<file path="src/hdl/pbtp_pkg.sv">
// ----------------------------------------------------------------------------
// pbtp_pkg
// Shared constants for the bilevel threshold packer: pixel format codes,
// register indexes, channel weights and word geometry.
// ----------------------------------------------------------------------------
package pbtp_pkg;

  localparam int unsigned WordBits  = 32;
  localparam int unsigned CountBits = 5;
  localparam int unsigned FmtBits   = 2;
  localparam int unsigned ThrBits   = 9;
  localparam int unsigned CfgAddrBits = 1;
  localparam int unsigned CfgDataBits = ThrBits;

  // Gray sum width: 255 * (11 + 16 + 5) = 8160 fits in 13 bits.
  localparam int unsigned SumBits   = 13;
  // Threshold times 32.
  localparam int unsigned LimitBits = ThrBits + 5;
  // Alpha times threshold times 32, and gray sum times 255.
  localparam int unsigned PmBits    = LimitBits + 8;

  localparam logic [SumBits-1:0] WeightR = 13'd11;
  localparam logic [SumBits-1:0] WeightG = 13'd16;
  localparam logic [SumBits-1:0] WeightB = 13'd5;

  localparam logic [FmtBits-1:0] FMT_RGB32   = 2'd0;
  localparam logic [FmtBits-1:0] FMT_PREMUL  = 2'd1;
  localparam logic [FmtBits-1:0] FMT_RGB565  = 2'd2;

  localparam logic [CfgAddrBits-1:0] REG_PIXEL_FORMAT   = 1'd0;
  localparam logic [CfgAddrBits-1:0] REG_GRAY_THRESHOLD = 1'd1;

  localparam logic [ThrBits-1:0] ThrReset = 9'd128;

endpackage

</file>
<file path="src/hdl/pixel_bilevel_threshold_packer_core.sv">
// ----------------------------------------------------------------------------
// pixel_bilevel_threshold_packer_core
// Binarizes a pixel stream by weighted gray threshold and packs the bits,
// first pixel in the MSB, into 32-bit words per line.
// ----------------------------------------------------------------------------
// One pixel is taken every clock. A pixel passes an input register, is
// classified and merged into the bit accumulator, and a finished word lands
// in the output register. A word leaves when 32 pixels are gathered or when a
// pixel with tlast set ends the line; a short word has its unused low bits at
// zero and carries tlast. Throughput stays at one pixel per clock as long as
// the word side takes each word; a stall on out_tready backs up into in_tready
// only when the next pixel would emit a word. Configuration must be written
// only while the stream is idle, by the user; the block does not enforce it.
module pixel_bilevel_threshold_packer_core (
  input  logic                               clk,
  input  logic                               rst_n,
  // pixel stream
  input  logic                               in_tvalid,
  output logic                               in_tready,
  input  logic [pbtp_pkg::WordBits-1:0]      in_tdata,   // [31:0] pixel_value
  input  logic                               in_tlast,   // line_end
  // packed word stream
  output logic                               out_tvalid,
  input  logic                               out_tready,
  output logic [pbtp_pkg::WordBits-1:0]      out_tdata,  // [31:0] packed_word
  output logic                               out_tlast,  // line_last_word
  // configuration
  input  logic                               cfg_we,
  input  logic [pbtp_pkg::CfgAddrBits-1:0]   cfg_addr,
  input  logic [pbtp_pkg::CfgDataBits-1:0]   cfg_wdata
);

  logic [pbtp_pkg::FmtBits-1:0]   fmt_r;
  logic [pbtp_pkg::ThrBits-1:0]   thr_r;

  logic                           s1_valid_r;
  logic [pbtp_pkg::WordBits-1:0]  s1_pixel_r;
  logic                           s1_last_r;

  logic [pbtp_pkg::WordBits-1:0]  acc_r, acc_nxt;
  logic [pbtp_pkg::CountBits-1:0] bit_count_r, bit_count_nxt;

  logic                           out_valid_r;
  logic [pbtp_pkg::WordBits-1:0]  out_data_r;
  logic                           out_last_r;

  logic                           black;
  logic                           emit;
  logic                           out_free;
  logic                           s1_consume;
  logic                           in_fire;
  logic [pbtp_pkg::WordBits-1:0]  acc_set;

  // configuration registers
  always_ff @(posedge clk) begin
    if (!rst_n) begin
      fmt_r <= pbtp_pkg::FMT_RGB32;
      thr_r <= pbtp_pkg::ThrReset;
    end else if (cfg_we) begin
      unique case (cfg_addr)
        pbtp_pkg::REG_PIXEL_FORMAT:   fmt_r <= cfg_wdata[pbtp_pkg::FmtBits-1:0];
        pbtp_pkg::REG_GRAY_THRESHOLD: thr_r <= cfg_wdata;
        default: ;
      endcase
    end
  end

  pbtp_classify u_classify (
    .pixel          (s1_pixel_r),
    .pixel_format   (fmt_r),
    .gray_threshold (thr_r),
    .black          (black)
  );

  assign emit       = (bit_count_r == '1) || s1_last_r;
  assign out_free   = !out_valid_r || out_tready;
  // a pixel that closes a word needs the output slot
  assign s1_consume = s1_valid_r && (!emit || out_free);
  assign in_tready  = !s1_valid_r || s1_consume;
  assign in_fire    = in_tvalid && in_tready;

  always_comb begin
    acc_set = acc_r;
    // bit position 31 - count is the bitwise complement of count
    acc_set[~bit_count_r] = black;
    acc_nxt       = acc_r;
    bit_count_nxt = bit_count_r;
    if (s1_consume) begin
      if (emit) begin
        acc_nxt       = '0;
        bit_count_nxt = '0;
      end else begin
        acc_nxt       = acc_set;
        bit_count_nxt = bit_count_r + 1'b1;
      end
    end
  end

  always_ff @(posedge clk) begin
    if (!rst_n) begin
      s1_valid_r  <= 1'b0;
      acc_r       <= '0;
      bit_count_r <= '0;
      out_valid_r <= 1'b0;
    end else begin
      if (in_fire) begin
        s1_valid_r <= 1'b1;
      end else if (s1_consume) begin
        s1_valid_r <= 1'b0;
      end
      acc_r       <= acc_nxt;
      bit_count_r <= bit_count_nxt;
      if (s1_consume && emit) begin
        out_valid_r <= 1'b1;
      end else if (out_tready) begin
        out_valid_r <= 1'b0;
      end
    end
  end

  // payload registers
  always_ff @(posedge clk) begin
    if (in_fire) begin
      s1_pixel_r <= in_tdata;
      s1_last_r  <= in_tlast;
    end
    if (s1_consume && emit) begin
      out_data_r <= acc_set;
      out_last_r <= s1_last_r;
    end
  end

  assign out_tvalid = out_valid_r;
  assign out_tdata  = out_data_r;
  assign out_tlast  = out_last_r;

  // bits not yet filled in the accumulator stay zero
  a_acc_clean: assert property (@(posedge clk) disable iff (!rst_n)
    (acc_r << bit_count_r) == '0)
    else $error("accumulator holds bits beyond the current position");

  a_count_step: assert property (@(posedge clk) disable iff (!rst_n)
    s1_consume && !emit |=> bit_count_r == $past(bit_count_r) + 1'b1)
    else $error("bit count did not advance by one");

  a_emit_clears: assert property (@(posedge clk) disable iff (!rst_n)
    s1_consume && emit |=> out_valid_r && bit_count_r == '0)
    else $error("emitted word not staged or count not cleared");

endmodule

</file>
<file path="src/hdl/pbtp_classify.sv">
// ----------------------------------------------------------------------------
// pbtp_classify
// Reduces one pixel to a bilevel bit: weighted gray sum compared against the
// scaled threshold, with premultiplied alpha and RGB565 widening.
// ----------------------------------------------------------------------------
module pbtp_classify (
  input  logic [pbtp_pkg::WordBits-1:0] pixel,
  input  logic [pbtp_pkg::FmtBits-1:0]  pixel_format,
  input  logic [pbtp_pkg::ThrBits-1:0]  gray_threshold,
  output logic                          black
);

  logic [7:0]                        a8, r8, g8, b8;
  logic [15:0]                       c565;
  logic [pbtp_pkg::SumBits-1:0]      gray_sum;
  logic [pbtp_pkg::LimitBits-1:0]    limit;
  logic [pbtp_pkg::ThrBits+7:0]      alpha_thr;
  logic [pbtp_pkg::PmBits-1:0]       alpha_limit;
  logic [pbtp_pkg::PmBits-1:0]       sum_x255;

  assign c565 = pixel[15:0];
  assign a8   = pixel[31:24];

  always_comb begin
    if (pixel_format == pbtp_pkg::FMT_RGB565) begin
      // widen by replicating the top bits of each channel
      r8 = {c565[15:11], c565[15:13]};
      g8 = {c565[10:5],  c565[10:9]};
      b8 = {c565[4:0],   c565[4:2]};
    end else begin
      r8 = pixel[23:16];
      g8 = pixel[15:8];
      b8 = pixel[7:0];
    end
  end

  assign gray_sum = {5'd0, r8} * pbtp_pkg::WeightR
                  + {5'd0, g8} * pbtp_pkg::WeightG
                  + {5'd0, b8} * pbtp_pkg::WeightB;

  assign limit       = {gray_threshold, 5'd0};
  assign alpha_thr   = {8'd0, gray_threshold} * {9'd0, a8};
  assign alpha_limit = {alpha_thr, 5'd0};
  // sum * 255 = sum * 256 - sum
  assign sum_x255    = {1'b0, gray_sum, 8'd0} - {9'd0, gray_sum};

  always_comb begin
    unique case (pixel_format)
      pbtp_pkg::FMT_PREMUL: black = (a8 == 8'd0) || (sum_x255 < alpha_limit);
      default:              black = ({1'b0, gray_sum} < limit);
    endcase
  end

endmodule
</file>
<file path="config.mk">
export PLATFORM = sky130hd
export DESIGN_NAME = pixel_bilevel_threshold_packer_core
export DESIGN_NICKNAME = d
export VERILOG_FILES = /design/src/hdl/pbtp_pkg.sv /design/src/hdl/pixel_bilevel_threshold_packer_core.sv /design/src/hdl/pbtp_classify.sv
export SDC_FILE = /design/constraint.sdc
export NUM_CORES = 1
export LEC_CHECK = 0
export BUFFER_PORTS_ARGS = -buffer_cell sky130_fd_sc_hd__buf_4
export CAP_MARGIN = 20
export CORE_ASPECT_RATIO = 0.75
export CORE_UTILIZATION = 60
export DETAILED_ROUTE_END_ITERATION = 6
export PLACE_DENSITY_LB_ADDON = 0.08
export SETUP_SLACK_MARGIN = 0.02
export SYNTH_ARGS = -nofsm -noshare
export SYNTH_HDL_FRONTEND = slang
export SYNTH_SLANG_ARGS = --single-unit
</file>
<file path="constraint.sdc">
create_clock -name clk -period 10.9 [get_ports clk]
set_input_delay 0 -clock clk [delete_from_list [all_inputs] [get_ports clk]]
set_output_delay 0 -clock clk [all_outputs]
set_load 0.005 [all_outputs]
</file>
==> impl_metrics.csv, run 1 <==
group,metric,value,unit
global_routing,grt_pass1_wl,38.6,mm
clocking,cts_tree,"built",
drt,wirelength,23.4,mm
clocking,cts_max_level,4,
drt,dr.pass1.iters,6,
yosys,async_reset_ff_share,0,%
drt,first_iter_violations,721,
drt,ant_nets,0,
sta,finalCritPeriodShare,84.3,%
floorplanning,ios,83,
sta,hold_viol,0,
placement,place_congestion,0.906,
global_routing,grt_usage,29.6,%
drt,vias_per_cell,5.68,
sta,fin_skew,0.00826,ns
yosys,synth-edff-count,66,
floorplanning,rows,39,
clocking,clkSinkCount,116,
setup_path,crit_path_max_fanout,64,
sta,drv_slew,0,
yosys,syn_area_per_cell,8.79,sq um
cells_and_area,design_area,11500,sq um
power_and_ir_drop,p_total,0.00336,W
setup_path,crit_path_frequent_cell,"inv_1",
yosys,yosysSeqAreaShare,30.5,%
sta,setup_viol,0,
yosys,synth_area,9770,sq um
sta,post-route-min-period,9.19,ns
floorplanning,initial_core_util,62.8,%
sta,maxSlewHeadroom,28.6,%
sta,tightestPinTransition,1.07,ns
yosys,ys_warn_count,0,
sta,fin_tns_setup,0,ns
floorplanning,die_h,113,um
global_routing,grt_overflow,0,
power_and_ir_drop,vdd_ir_drop_max,0.237,mV
clocking,clock_latency,0.42,ns
global_routing,grt_antenna_before_repair,1,
floorplanning,fp.coreArea,15600,sq um
setup_path,cp_slowest_cell,"nor2_1",
placement,post-dp-hpwl,16.3,mm
power_and_ir_drop,leakagePower,5.14,nW
status,run_status,"finished clean",
sta,fmax,109,MHz
global_routing,grt_max_degree,82,
setup_path,critPathMaxStageDelay,0.68,ns
floorplanning,fp.dieArea,16800,sq um
placement,io_buffers,82,
clocking,ctsHoldBuffers,45,
sta,rsz0062_at_grt,"no",
cells_and_area,final_nets,1418,
cells_and_area,drive_gt1_share,11.0,%
yosys,syn-num-nets,1329,
cells_and_area,fill_cells,1210,
yosys,synthCells,1111,
clocking,postCtsSetupRepairBufs,0,
yosys,yosysUniqueCellTypes,59,
yosys,yosys_register_bits,116,
setup_path,critPathKind,"flop to flop",
clocking,path_clk_slew,0.06,ns
clocking,cts_buffers,17,
drt,drt-wirelength-per-cell,16.5,um
setup_path,endpoint_kind,"flop",
clocking,cts_resized,0,
setup_path,worstPathRequired,11.15,ns
cells_and_area,area_growth,17.6,%
placement,post_dp_cell_area,10400,sq um
clocking,max-clock-path-buffers,2,
floorplanning,die_w,149,um
power_and_ir_drop,power.density,292,nW/um^2
run,cap_violations,0,
clocking,clk_root_buffer_cell,"clkbuf_16",
drt,vias,8060,
global_routing,grt_pass1_vias,7846,
setup_path,startpoint_type,"flop",
yosys,ys.flop_type,"edfxtp_1",
setup_path,crit_arrival,9.45,ns
hold_path,hp-class,"primary input to flop",
drt,drc,0,
where the power goes:
| group | internal, W | switching, W | leakage [nW] |
|---|---|---|---|
| clock network | 0.000333 | 0.000224 | 0.283 |
| logic | 0.000966 | 0.00134 | 3.80 |
| registers | 0.000479 | 0.0000160 | 1.05 |
through the flow:
stage / instances / util, % / setup WS (ns) / hold WS (ns)
after global routing: 1419 / 73.8 / 0.924 / 0.121
after detailed placement: 1341 / 67.1 / 1.76 / 0.179
after CTS: 1418 / 73.8 / 1.72 / 0.0776
final: 1419 / 73.8 / 1.71 / 0.0921
after global placement: 1341 / 67.1 / 2.08 / 0.178
after floorplan: 1111 / - / 2.98 / 0.0989
layout make-up:
type	count	area (sq um)	share of cell area (%)
flip-flops and latches	116	2980	26.0
diodes	1	2.50	0.0218
repair buffers	132	1100	9.60
inverters	119	447	3.89
clock inverters	14	141	1.23
well taps	205	256	2.23
multi-input cells	814	6110	53.1
clock buffers	18	450	3.92
critical path, delay by kind of cell, from the launching register on:
family / cells / cell delay [ns]
AOI/OAI and AO/OA: 13 / 2.79
xor gates and xnor gates: 1 / 0.15
adders and majority gates: 7 / 2.87
buffers and inverters: 7 / 0.80
DFF: 1 / 0.35
and+or+nand+nor: 7 / 2.05
sequential cells by signal, summed over array words and instances (netlist names):
register	cells
fmt_r	2
s1_valid_r	1
out_tlast	1
acc_r	32
bit_count_r	5
s1_pixel_r	32
thr_r	9
s1_last_r	1
out_tvalid	1
out_tdata	32
per-layer routing:
metal / up-vias / share of wire [%] / global-route usage [%]
li1: 3941 / - / -
met1: 3796 / 46 / 41.6
met2: 298 / 45 / 46.8
met4: 0 / 1.2 / 7.55
met5: - / 0 / 0
met3: 25 / 7.4 / 5.85
path summary, 6_finish.rpt:
| path | from | to | slack (ns) | cells past startpoint |
|---|---|---|---|---|
| setup / recovery | fmt_r[1]$_SDFFE_PN0P_ | out_tdata[2]$_DFFE_PP_ | 1.71 | 35 |
| hold / removal | out_tready | out_tvalid$_SDFFE_PN0P_ | 0.09 | 4 |
| setup reg to reg | fmt_r[1]$_SDFFE_PN0P_ | out_tdata[2]$_DFFE_PP_ | 1.71 | 35 |
| hold reg to reg | acc_r[30]$_SDFFE_PN0P_ | acc_r[30]$_SDFFE_PN0P_ | 0.47 | 2 |
cells in the mapped netlist, types with 5 or more instances:
| library cell | count | area, sq um |
|---|---|---|
| a211oi_1 | 6 | 45.0 |
| a21boi_0 | 10 | 75.1 |
| a21o_1 | 9 | 67.6 |
| a21oi_1 | 55 | 275 |
| and2_1 | 43 | 269 |
| buf_2 | 6 | 30.0 |
| clkbuf_1 | 51 | 191 |
| dfxtp_1 | 50 | 1000 |
| edfxtp_1 | 66 | 1980 |
| fa_1 | 68 | 1360 |
| ha_1 | 102 | 1280 |
| inv_1 | 119 | 447 |
| nand2_1 | 212 | 796 |
| nand2b_1 | 9 | 56.3 |
| nand3_1 | 43 | 215 |
| nand4_1 | 21 | 131 |
| nor2_1 | 39 | 146 |
| nor2b_1 | 14 | 87.6 |
| nor3_1 | 10 | 50.1 |
| o211ai_1 | 5 | 37.5 |
| o21a_1 | 5 | 37.5 |
| o21ai_0 | 17 | 85.1 |
| o21ai_1 | 30 | 150 |
| o22ai_1 | 32 | 200 |
| xnor2_1 | 18 | 158 |
| xor2_1 | 14 | 123 |
cell families after synthesis:
| logic type | synth area share, % |
|---|---|
| DFF | 30.5 |
| AOI/OAI and AO/OA | 12.2 |
| adders and majority gates | 27.0 |
| muxes | 0.410 |
| xor gates and xnor gates | 2.87 |
| and+or+nand+nor | 19.8 |
| buffers and inverters | 7.11 |
placed cells by master (no fill, tap or decap), drive strengths merged, types with 3 or more instances in the layout:
cell type	count
mux2i	4
or3b	3
buf	87
nor2b	14
and2	43
o21a	5
nand2	212
xor2	14
o211ai	5
o22ai	32
xnor2	18
fa	68
inv	125
ha	102
and3	4
or2	4
nand3	43
nand4	21
dfxtp	50
clkbuf	18
nor2	40
a21boi	10
a21oi	55
nor4b	3
clkinv	4
a2111oi	3
a21o	9
o21ai	48
dlygate4sd3	45
a211oi	7
nor4	3
edfxtp	66
nand2b	9
clkinvlp	3
nor3	10
Power figures use the tool's default switching activity.
==> inputs of run 2 (changes only) <==
--- a/config.mk
+++ b/config.mk
@@ -5,10 +5,11 @@
 export SDC_FILE = /design/constraint.sdc
 export NUM_CORES = 1
 export LEC_CHECK = 0
+export ABC_AREA = 1
 export BUFFER_PORTS_ARGS = -buffer_cell sky130_fd_sc_hd__buf_4
 export CAP_MARGIN = 20
 export CORE_ASPECT_RATIO = 0.75
-export CORE_UTILIZATION = 60
+export CORE_UTILIZATION = 56
 export DETAILED_ROUTE_END_ITERATION = 6
 export PLACE_DENSITY_LB_ADDON = 0.08
 export SETUP_SLACK_MARGIN = 0.02
==> constraint.sdc (replaced) <==
create_clock -name clk -period 7.6 [get_ports clk]
set_input_delay 0 -clock clk [delete_from_list [all_inputs] [get_ports clk]]
set_output_delay 0 -clock clk [all_outputs]
set_load 0.005 [all_outputs]
==> run 2 against run 1 <==
Effect of this change: final area grew 4.8%; sequential share of layout area shrank 1.2 points; die area grew 7.7%; critical path depth grew 3; sequential power grew 44%; setup slack lost 1.3 ns; power grew 68%; clock-buffer cell count grew 1; critical path type unchanged; highest routed layer unchanged.
==> impl_metrics.csv, run 2 <==
group,metric,value,unit
cells_and_area,final_common_cell,"nand2_1",
cells_and_area,fill_cells,1310,
sta,tightestPinTransition,0.959,ns
yosys,synth_area,9830,sq um
cells_and_area,final_nets,1555,
floorplanning,rows,41,
yosys,yosysSeqAreaShare,30.4,%
yosys,synth_largest_area_cell,"edfxtp_1",
power_and_ir_drop,vdd_ir_drop_max,0.385,mV
sta,maxSlewHeadroom,36.0,%
floorplanning,fp.coreArea,17000,sq um
floorplanning,initial_core_util,57.9,%
sta,fmax,140,MHz
sta,setup_viol,0,
drt,drt-wirelength-per-cell,15.5,um
yosys,synth_area_leaders,"edfxtp_1 20%, fa_1 14%, ha_1 13%, dfxtp_1 10%, nand2_1 8.9%",
placement,io_buffers,82,
drt,ant_nets,0,
cells_and_area,layout_common_cells,"233 x nand2_1, 230 x inv_1, 98 x ha_1",
global_routing,grt_pass1_vias,7799,
setup_path,crit_arrival,7.31,ns
sta,finalCritPeriodShare,94.1,%
global_routing,grt_pass1_wl,37.8,mm
yosys,yosys_register_bits,116,
cells_and_area,antenna_cells,0,
yosys,async_reset_ff_share,0,%
global_routing,grt_antenna_before_repair,0,
yosys,synth-edff-count,66,
yosys,synth_commonest_cells,"234 x nand2_1, 230 x inv_1, 102 x ha_1",
cells_and_area,design_area,12000,sq um
floorplanning,ios,83,
setup_path,cp_slowest_cell,"fa_1",
yosys,syn-num-nets,1427,
setup_path,cp.buffers_inverters,8,
sta,post-route-min-period,7.15,ns
status,run_status,"finished clean",
sta,hold_viol,0,
global_routing,grt_max_degree,38,
yosys,yosysUniqueCellTypes,39,
setup_path,endpoint_kind,"flop",
drt,dr.pass1.iters,5,
setup_path,r2r_slack,0.45,ns
placement,post_dp_cell_area,10700,sq um
sta,fin_skew,0.0215,ns
cells_and_area,drive_gt1_share,16.0,%
global_routing,grt_overflow,0,
placement,place_congestion,0.897,
sta,rsz0062_at_grt,"no",
yosys,syn_area_per_cell,8.13,sq um
drt,vias,8310,
setup_path,reg2reg_from,"fmt_r[1]$_SDFFE_PN0P_",
setup_path,startpoint_type,"flop",
setup_path,worstPathRequired,7.76,ns
clocking,max-clock-path-buffers,2,
setup_path,critPathMaxStageDelay,0.54,ns
yosys,synth_top_area_share,20.2,%
drt,wirelength,24.5,mm
hold_path,hp-class,"primary input to flop",
yosys,ys_warn_count,0,
run,cap_violations,0,
hold_path,hold_path_startpoint,"cfg_we",
clocking,path_clk_slew,0.07,ns
setup_path,crit_path_frequent_cell,"inv_1",
drt,first_iter_violations,510,
power_and_ir_drop,leakagePower,5.94,nW
yosys,synthCells,1209,
cells_and_area,area_growth,22.5,%
sta,fin_tns_setup,0,ns
placement,post-dp-hpwl,17.0,mm
clocking,clk_root_buffer_cell,"clkbuf_16",
floorplanning,die_w,155,um
floorplanning,die_h,117,um
yosys,synth.most_common_cell,"nand2_1",
yosys,ys.flop_type,"edfxtp_1",
drt,vias_per_cell,5.24,
setup_path,critPathKind,"flop to flop",
setup_path,crit_path_max_fanout,8,
power_and_ir_drop,power.density,469,nW/um^2
clocking,cts_max_level,4,
clocking,clkSinkCount,116,
clocking,cts_tree,"built",
setup_path,cp_top_family,"adder cells",
clocking,cts_buffers,17,
setup_path,crit_start,"fmt_r[1]$_SDFFE_PN0P_",
floorplanning,fp.dieArea,18100,sq um
global_routing,grt_usage,27.1,%
drt,drc,0,
clocking,clock_latency,0.42,ns
sta,drv_slew,0,
[run 2: timing repair]
item | CTS | global route
hold buffers | 50 | 0
setup buffers | 0 | 3
gates resized for setup | 0 | 43
setup endpoints to repair | 0 | 64
hold endpoints to repair | 48 | 0
[run 2: through the flow]
step	std cells	setup WS, ns	total power (W)	utilization [%]	hold WS, ns
after detailed placement	1498	0.257	0.00436	62.8	0.179
after CTS	1580	0.170	0.00522	69.3	0.194
after global routing	1586	0.0166	0.00622	70.9	0.278
final	1586	0.448	0.00564	70.9	0.211
after floorplan	1209	0.833	0.00357	-	0.0989
after global placement	1497	0.459	0.00430	62.6	0.178
[run 2: area by class of cell]
cell class / instances / area [sq um] / area share (%)
Multi-Input combinational cell: 825 / 6050 / 50.3
Sequential cell: 116 / 2980 / 24.8
Timing Repair Buffer: 145 / 1240 / 10.3
Inverter: 232 / 871 / 7.23
Clock buffer: 19 / 475 / 3.95
Tap cell: 236 / 295 / 2.45
Clock inverter: 13 / 124 / 1.03
[run 2: kinds of logic after synthesis]
family	count (synthesis)	synth area share [%]
and+or+nand+nor	510	23.6
AOI/OAI and AO/OA	120	6.42
DFF	116	30.4
xor gates and xnor gates	22	2.11
buffers and inverters	271	10.6
adders and majority gates	170	26.8
[run 2: worst reg2reg max path, delay by kind of cell, from the launching register on]
kind	cells	cell delay, ns
buffers and inverters	8	0.64
flip-flops	1	0.32
AND/OR/NAND/NOR	19	2.57
adder cells (fa/ha/maj)	7	2.73
AO/OA/AOI/OAI	4	0.60
[run 2: power breakdown]
part / internal [W] / switching [W]
Combinational: 0.00154 / 0.00256
Sequential: 0.000687 / 0.0000261
Clock: 0.000474 / 0.000348
Total: 0.00270 / 0.00294
[run 2: worst paths after layout]
check | end | cells past startpoint
hold reg to reg | acc_r[5]$_SDFFE_PN0P_ | 2
hold / removal | thr_r[5]$_SDFFE_PN0P_ | 3
setup / recovery | out_tdata[16]$_DFFE_PP_ | 38
setup reg to reg | out_tdata[16]$_DFFE_PP_ | 38
[run 2: layer usage]
metal / part of all wire [%] / global-route usage [%] / up-vias / wire, um
met5: 0 / 0 / - / 0
met4: 1.4 / 6.86 / 0 / 344
met3: 5.5 / 4.19 / 27 / 1350
met2: 46 / 45.0 / 241 / 11300
met1: 47 / 37.3 / 3950 / 11600
li1: - / - / 4092 / -
==> inputs of run 3 (changes only) <==
--- a/config.mk
+++ b/config.mk
@@ -10,8 +10,10 @@
 export CAP_MARGIN = 20
 export CORE_ASPECT_RATIO = 0.75
 export CORE_UTILIZATION = 56
+export CTS_CLUSTER_DIAMETER = 200
 export DETAILED_ROUTE_END_ITERATION = 6
 export PLACE_DENSITY_LB_ADDON = 0.08
+export RECOVER_POWER = 50
 export SETUP_SLACK_MARGIN = 0.02
 export SYNTH_ARGS = -nofsm -noshare
 export SYNTH_HDL_FRONTEND = slang
==> run 3 against run 2 <==
Effect of this change: clock-buffer cell count unchanged; maximum frequency up 0.15%; core utilization down 0.066 points; first-iteration DRC count down 1.2%; the flow now finishes with violations (capacitance limit, slew limit).
==> impl_metrics.csv, run 3 (synthesis results as in run 2) <==
group,metric,value,unit
run,cap_violations,1,
setup_path,endpoint_kind,"flop",
global_routing,grt_usage,27.1,%
floorplanning,die_w,155,um
placement,place_congestion,0.897,
sta,fmax,140,MHz
drt,ant_nets,0,
clocking,clkSinkCount,116,
global_routing,grt_overflow,0,
clocking,path_clk_slew,0.07,ns
drt,first_iter_violations,504,
sta,post-route-min-period,7.14,ns
setup_path,cp.buffers_inverters,8,
setup_path,critPathKind,"flop to flop",
sta,tightestPinTransition,1.81,ns
global_routing,grt_pass1_vias,7799,
cells_and_area,final_common_cell,"nand2_1",
clocking,clock_latency,0.42,ns
sta,setup_viol,0,
floorplanning,die_h,117,um
cells_and_area,design_area,12000,sq um
cells_and_area,drive_gt1_share,15.8,%
cells_and_area,final_nets,1555,
drt,vias_per_cell,5.24,
floorplanning,ios,83,
clocking,cts_buffers,17,
drt,vias,8304,
placement,post_dp_cell_area,10700,sq um
drt,drc,0,
sta,drv_slew,38,
setup_path,critPathMaxStageDelay,0.54,ns
power_and_ir_drop,p_total,0.00564,W
cells_and_area,antenna_cells,0,
cells_and_area,layout_common_cells,"233 x nand2_1, 230 x inv_1, 98 x ha_1",
floorplanning,initial_core_util,57.9,%
setup_path,worstPathRequired,7.77,ns
setup_path,crit_arrival,7.31,ns
sta,fin_tns_setup,0,ns
sta,finalCritPeriodShare,94.0,%
setup_path,cp_top_family,"adder cells",
sta,maxSlewHeadroom,-20.7,%
placement,post-dp-hpwl,17.0,mm
floorplanning,rows,41,
sta,rsz0062_at_grt,"no",
hold_path,hp-class,"primary input to flop",
global_routing,grt_antenna_before_repair,0,
drt,drt-wirelength-per-cell,15.4,um
cells_and_area,area_growth,22.4,%
status,violations,"capacitance limit, slew limit",
setup_path,startpoint_type,"flop",
sta,hold_viol,0,
setup_path,crit_path_max_fanout,8,
setup_path,crit_path_frequent_cell,"inv_1",
global_routing,grt_pass1_wl,37.8,mm
floorplanning,fp.coreArea,17000,sq um
setup_path,cp_slowest_cell,"fa_1",
drt,dr.pass1.iters,5,
floorplanning,fp.dieArea,18100,sq um
power_and_ir_drop,power.density,469,nW/um^2
status,run_status,"finished with violations",
power_and_ir_drop,vdd_ir_drop_max,0.385,mV
clocking,cts_tree,"built",
power_and_ir_drop,leakagePower,5.91,nW
clocking,clk_root_buffer_cell,"clkbuf_16",
placement,io_buffers,82,
clocking,max-clock-path-buffers,2,
clocking,cts_max_level,4,
drt,wirelength,24.4,mm
sta,fin_skew,0.0195,ns
global_routing,grt_max_degree,38,
==> run 3: final timing paths <==
kind / start / slack (ns) / depth (start not counted) / endpoint
max: fmt_r[1]$_SDFFE_PN0P_ / 0.46 / 38 / out_tdata[15]$_DFFE_PP_
min: cfg_we / 0.21 / 3 / thr_r[3]$_SDFFE_PN0P_
max reg2reg: fmt_r[1]$_SDFFE_PN0P_ / 0.46 / 38 / out_tdata[15]$_DFFE_PP_
min reg2reg: acc_r[5]$_SDFFE_PN0P_ / 0.46 / 2 / acc_r[5]$_SDFFE_PN0P_
==> run 3: through the flow <==
| stage | cells | util (%) | setup slack [ns] | hold WS [ns] |
|---|---|---|---|---|
| 3_5_place_dp | 1498 | 62.8 | 0.257 | 0.179 |
| 6_report | 1586 | 70.8 | 0.459 | 0.207 |
| 3_3_place_gp | 1497 | 62.6 | 0.459 | 0.178 |
| 5_1_grt | 1586 | 70.8 | 0.0166 | 0.278 |
| 2_1_floorplan | 1209 | - | 0.833 | 0.0989 |
| 4_1_cts | 1580 | 69.3 | 0.170 | 0.194 |
==> run 3: repair_timing <==
action / in CTS / in global routing
endpoints found under the hold margin: 48 / 0
resized for setup: 0 / 43
setup buffers: 0 / 3
endpoints found under the setup margin: 0 / 64
hold buffers: 50 / 0
==> run 3: layout make-up <==
type / count / area, sq um
clock buffers: 19 / 475
clock inverters: 13 / 124
repair buffers: 145 / 1230
fillers: 1312 / 4950
inverters: 232 / 871
multi-input cells: 825 / 6050
well taps: 236 / 295
flip-flops and latches: 116 / 2980
==> run 3: report_power, final <==
group          internal (W)  switching [W]
combinational       0.00154        0.00256
sequential         0.000687      0.0000259
clock              0.000474       0.000348
==> run 3: metal layers <==
layer | GRT usage [%] | vias up | part of all wire [%]
met5 | 0 | - | 0
met4 | 6.86 | 0 | 1.4
met3 | 4.19 | 26 | 6.7
met2 | 45.0 | 272 | 46
met1 | 37.3 | 3911 | 46
li1 | - | 4095 | -
==> run 3: worst register-to-register path: cells and delay by family (launching register included) <==
family / cells / cell delay, ns
AO/OA/AOI/OAI: 4 / 0.60
adder cells (fa/ha/maj): 7 / 2.73
buffers and inverters: 8 / 0.64
flip-flops: 1 / 0.32
AND/OR/NAND/NOR: 19 / 2.58
